`src/rmq_pkg.sv`:
```
// Shared widths, limits and codes for the rotation matrix to quaternion block.
// No dependencies.
`timescale 1ns / 1ps
`default_nettype none
package rmq_pkg;
  localparam int IN_W  = 18;
  localparam int OUT_W = 18;
  localparam int OUT_MAX = 131071;
  localparam int OUT_MIN = -131072;

  typedef enum logic [1:0] {
    WIN_W = 2'd0,
    WIN_X = 2'd1,
    WIN_Y = 2'd2,
    WIN_Z = 2'd3
  } win_e;
endpackage
`default_nettype wire

```
`src/rmq_lane.sv`:
```
// One quaternion component lane: pipelined restoring division of t by the total
// (one quotient bit per stage) followed by a pipelined integer square root.
// Depends on rmq_pkg.
`timescale 1ns / 1ps
`default_nettype none
module rmq_lane #(
  parameter int FracBits = 16,
  parameter int TotW     = 24
) (
  input  logic                clk_i,
  input  logic                en_i,
  input  logic [TotW-1:0]     t_i,
  input  logic [TotW-1:0]     total_i,
  input  logic                neg_i,
  output logic [FracBits:0]   mag_o,
  output logic                neg_o
);
  import rmq_pkg::*;

  localparam int DivN = 2 * FracBits;
  localparam int SqN  = FracBits + 1;
  localparam int XW   = DivN + 1;

  logic [TotW-1:0] rem_q [DivN];
  logic [TotW-1:0] den_q [DivN];
  logic [DivN-1:0] quo_q [DivN];
  logic            eq_q  [DivN];
  logic [XW-1:0]   x_q   [SqN];
  logic [XW-1:0]   res_q [SqN];
  logic            neg_q [DivN+SqN];

  for (genvar i = 0; i < DivN; i++) begin : g_div
    logic [TotW-1:0] rem_in, den_in, rem_d;
    logic [DivN-1:0] quo_in;
    logic            eq_in;
    logic [TotW:0]   sh, diff;
    logic            ge;
    if (i == 0) begin : g_first
      assign rem_in = t_i;
      assign den_in = total_i;
      assign quo_in = '0;
      assign eq_in  = (t_i >= total_i);
    end else begin : g_next
      assign rem_in = rem_q[i-1];
      assign den_in = den_q[i-1];
      assign quo_in = quo_q[i-1];
      assign eq_in  = eq_q[i-1];
    end
    always_comb begin
      sh    = {rem_in, 1'b0};
      ge    = (sh >= {1'b0, den_in});
      diff  = sh - {1'b0, den_in};
      rem_d = ge ? diff[TotW-1:0] : sh[TotW-1:0];
    end
    always_ff @(posedge clk_i) begin
      if (en_i) begin
        rem_q[i] <= rem_d;
        den_q[i] <= den_in;
        quo_q[i] <= {quo_in[DivN-2:0], ge};
        eq_q[i]  <= eq_in;
      end
    end
  end

  for (genvar j = 0; j < SqN; j++) begin : g_sqrt
    localparam logic [XW-1:0] Bit = XW'(1) << (2 * (FracBits - j));
    logic [XW-1:0] x_in, res_in, trial;
    logic          ge;
    if (j == 0) begin : g_first
      assign x_in   = eq_q[DivN-1] ? Bit : {1'b0, quo_q[DivN-1]};
      assign res_in = '0;
    end else begin : g_next
      assign x_in   = x_q[j-1];
      assign res_in = res_q[j-1];
    end
    always_comb begin
      trial = res_in + Bit;
      ge    = (x_in >= trial);
    end
    always_ff @(posedge clk_i) begin
      if (en_i) begin
        x_q[j]   <= ge ? (x_in - trial) : x_in;
        res_q[j] <= ge ? ((res_in >> 1) + Bit) : (res_in >> 1);
      end
    end
  end

  for (genvar k = 0; k < DivN + SqN; k++) begin : g_neg
    always_ff @(posedge clk_i) begin
      if (en_i) begin
        neg_q[k] <= (k == 0) ? neg_i : neg_q[(k == 0) ? 0 : k-1];
      end
    end
  end

  assign mag_o = res_q[SqN-1][FracBits:0];
  assign neg_o = neg_q[DivN+SqN-1];
endmodule
`default_nettype wire

```
`config.mk`:
```
export PLATFORM = sky130hd
export DESIGN_NAME = rmq_lane
export DESIGN_NICKNAME = d
export VERILOG_FILES = /design/src/rmq_pkg.sv /design/src/rmq_lane.sv
export SDC_FILE = /design/constraint.sdc
export NUM_CORES = 2
export LEC_CHECK = 0
export BUFFER_PORTS_ARGS = -buffer_cell sky130_fd_sc_hd__buf_2
export CORE_ASPECT_RATIO = 0.6
export CORE_MARGIN = 2
export CORE_UTILIZATION = 30
export DETAILED_ROUTE_END_ITERATION = 7
export PLACE_DENSITY = 0.5
export SLEW_MARGIN = 10
export SYNTH_ARGS = -nofsm -noshare
export SYNTH_HDL_FRONTEND = slang
export SYNTH_SLANG_ARGS = --single-unit
export TNS_END_PERCENT = 100
```
`constraint.sdc`:
```
create_clock -name clk_i -period 6.1 [get_ports clk_i]
set_input_delay 0.61 -clock clk_i [delete_from_list [all_inputs] [get_ports clk_i]]
set_output_delay 0.61 -clock clk_i [all_outputs]
set_load 0.01 [all_outputs]
```
==> results.md <==
* CP Cell Sequence: inv_1 -> ha_1 -> nor2b_1 -> o21ai_0 -> a21oi_1 -> o211ai_1 -> o31a_1 -> o311ai_0 -> nor2_1 -> o21ai_4 -> mux2_2
* TNS Setup at 0 ns
* Setup Skew at 0.0492 ns
* Num CTS Buffers at 274
* Top-area cell type share of the netlist area at 0.590
* Worst Max-Slew Pin Slew at 1.43 ns
* Syn_nets at 12600
* DR WL/cell at 17.7 µm
* Main flop type after synthesis: edfxtp_1
* Crit path kind: flip-flop to flip-flop
* CP arrival at 4.91 ns
* Die height at 536 µm
* # clock sinks at 2778
* Final HPWL from detailed placement at between 200000 and 250000 µm
* Overall power at 77.2 mW
* Initial Util at 0.301
* CP max stage cell: o311ai_0
* GRT Residual Overflow at 0
* Die Area at 0.477 mm²
* Peak VDD IR at 260 µV
* First-pass GRT wire length at 498000 µm
* RR Endpoint: rem_q[0][341]
* Max Cap Viol at 0
* Final number of hold-violating endpoints at 0
* Clock buffer depth at 4
* Hold Crit Class: input pin to flip-flop
* CTS tree: yes
* Final core utilization at 0.338
* Layout Cells excl Fill at about 18000
* Antenna violation net count after detailed routing at 0
* Synth area leader: edfxtp_1
* Via Count at 87100
* Syn avg cell area at 12.3 µm²
* Setup repair bufs after CTS at 0
* Routed WL at 324000 µm
* Crit-path max FO at 29
* Max H-tree Level at 5
* EDFF count, synth at 2778
* Placed Cells at 17700
* Area grow syn2layout at 12.3%
* Unique masters post-synth at ~90
* Synth warn at 0
* Min Tclk post-route at 4.28 ns
* Hold Path End: rem_q[0][16]
* Worst EP required at approximately 6.7 ns
* CP Launch Type: flip-flop
* Share of cells above drive strength 1 at 0.0800
* Status: finished, final reports clean
* Worst R2R Setup Slack at between 1.5 and 2 ns
* Slew headroom at 0.0403
* Post-synthesis sequential area ratio at 0.590
* Via density at 4.77
* Post-synth ARST share at 0
* Drt pass-1 iters at 5
* Initial DRC Count at roughly 8100
* Top cells by count, synth: 2778 x edfxtp_1, 1142 x inv_1, 957 x ha_1, 869 x a21oi_1, 742 x nand2_1
* Vias in the first global route at 81600
* Most instantiated library cell after synthesis: edfxtp_1
* Post-layout net count at 12800
* Max Clk Rate at 234 MHz
* Seq cells post-synth at 2778
* Worst-path clk slew at 0.07 ns
* GP Congestion at 0.859
* Hold wc startpoint: t_i[15]
* PwrDens at 486 mW/mm²
* RSZ-0062 raised after global routing: false
* Final Cycle Share at 0.702
* Worst-Skew Late Latency at 0.89 ns
* Rows at 195
* Hold path cells at 3
* Reg2reg start: den_q[0][313]
* Worst Reg-to-Reg Cells at 11
* # DRC at 0
* # port buffers at 68
* Min Hold Slack at approximately 0.13 ns
* Chip width at just under 900 µm
* Final setup violation count at 0
* CTS root buf: clkbuf_16
* Boundary Pins at 69
* Mapped Area at 0.141 mm²
* Core area at 0.470 mm²
* Global-route usage over all layers at 0.131
* Pin count of the biggest net entering global routing at 180
* Initial antenna violation count at 21
* Final slew viol count at 0
* Leak at 61.5 nW
* Synth area leaders: edfxtp_1 59%, ha_1 8.5%, a21oi_1 3.1%
* Crit-path max cell delay at between 0.7 and 0.8 ns
* Synth Instances at 11500
* Endpoint class of the critical path: flip-flop
[sequential cells by signal (all words and copies together) (netlist names)]
name,count
den_q,744
eq_q,32
neg_q,49
quo_q,528
rem_q,744
res_q,153
x_q,528
[where the power goes]
part	switching (mW)	leakage (nW)	internal (mW)
registers	2.66	27.1	27.0
logic	17.2	30.2	13.0
clock network	7.57	4.30	9.74
total	27.5	61.5	49.7
[per-stage QoR]
step	setup WS, ns	cell area [µm²]
after floorplan	2.70	141000
after global placement	1.90	150000
after detailed placement	1.83	150000
after CTS	1.83	159000
after global routing	1.52	159000
final	1.82	159000
[critical path, delay by kind of cell (launching register included)]
family	cells	cell delay, ns
compound gates	6	2.53
mux	1	0.41
flops	1	0.39
simple gates	2	0.32
fa+ha+maj	1	0.28
buf+inv	1	0.05
[layer usage]
layer | track usage | part of all wire
met3 | 0.0237 | 0.062
met4 | 0.0225 | 0.015
met5 | 0 | 0.00010
met1 | 0.222 | 0.55
met2 | 0.169 | 0.37
[placed cells by master (no fill, tap or decap), drive strengths merged, types with 28 or more instances in the layout]
cell type | netlist | routed
nor2b | 163 | 163
edfxtp | 2778 | 2778
nand2b | 197 | 197
o31a | 31 | 31
o31ai | 64 | 64
and3 | 46 | 46
nand3 | 180 | 180
dlygate4sd3 | 0 | 41
or2 | 29 | 29
and2 | 38 | 38
o21bai | 72 | 72
xnor2 | 449 | 449
fa | 31 | 31
nor2 | 582 | 582
nand2 | 742 | 742
inv | 1148 | 1158
ha | 957 | 957
or3 | 72 | 72
o211ai | 31 | 31
a21o | 355 | 355
nand4 | 106 | 106
o21ai | 755 | 755
a211oi | 67 | 67
nor3 | 156 | 156
a31oi | 50 | 50
o21a | 125 | 125
clkinv | 0 | 113
a21boi | 28 | 28
mux2i | 30 | 30
clkbuf | 166 | 307
buf | 63 | 148
mux2 | 306 | 306
a21oi | 872 | 872
nor4 | 102 | 102
o311ai | 29 | 29
xor2 | 360 | 360
bufinv | 0 | 31
[kinds of logic (layout without fill, tap and decap cells)]
kind of cell | count (synthesis) | after routing | share of synthesized area
xor gates and xnor gates | 809 | 809 | 0.0501
AOI/OAI and AO/OA | 2692 | 2692 | 0.118
other | 1 | 3 | 0.0000265
adders and majority gates | 988 | 988 | 0.0891
muxes | 336 | 336 | 0.0265
DFF | 2778 | 2778 | 0.590
and+or+nand+nor | 2546 | 2546 | 0.0887
buffers and inverters | 1377 | 1814 | 0.0376
[how the worst max path moves through the flow]
stage | endpoint | slack [ns] | start
after floorplan | rem_q[0][78] | 2.70 | den_q[0][49]
after global placement | rem_q[1][291] | 1.90 | den_q[1][265]
after detailed placement | rem_q[0][327] | 1.83 | rem_q[0][291]
after CTS | rem_q[0][327] | 1.83 | rem_q[0][291]
after global routing | x_q[0][459] | 1.52 | x_q[0][407]
final | rem_q[0][341] | 1.82 | den_q[0][313]
[cell type report]
type | count | area [µm²]
diodes | 2 | 5.00
clock buffers | 307 | 7110
clock inverters | 170 | 1730
fillers | 46600 | 311000
inverters | 1148 | 4310
multi-input cells | 7372 | 52800
flip-flops and latches | 2778 | 83400
well taps | 6304 | 7890
repair buffers | 189 | 1600
[what timing repair did]
item                      in CTS  in global routing
hold buffers                  41                  0
hold endpoints to repair      41                  0
gates resized for setup        0                  0
(Power assumes the default switching activity.)
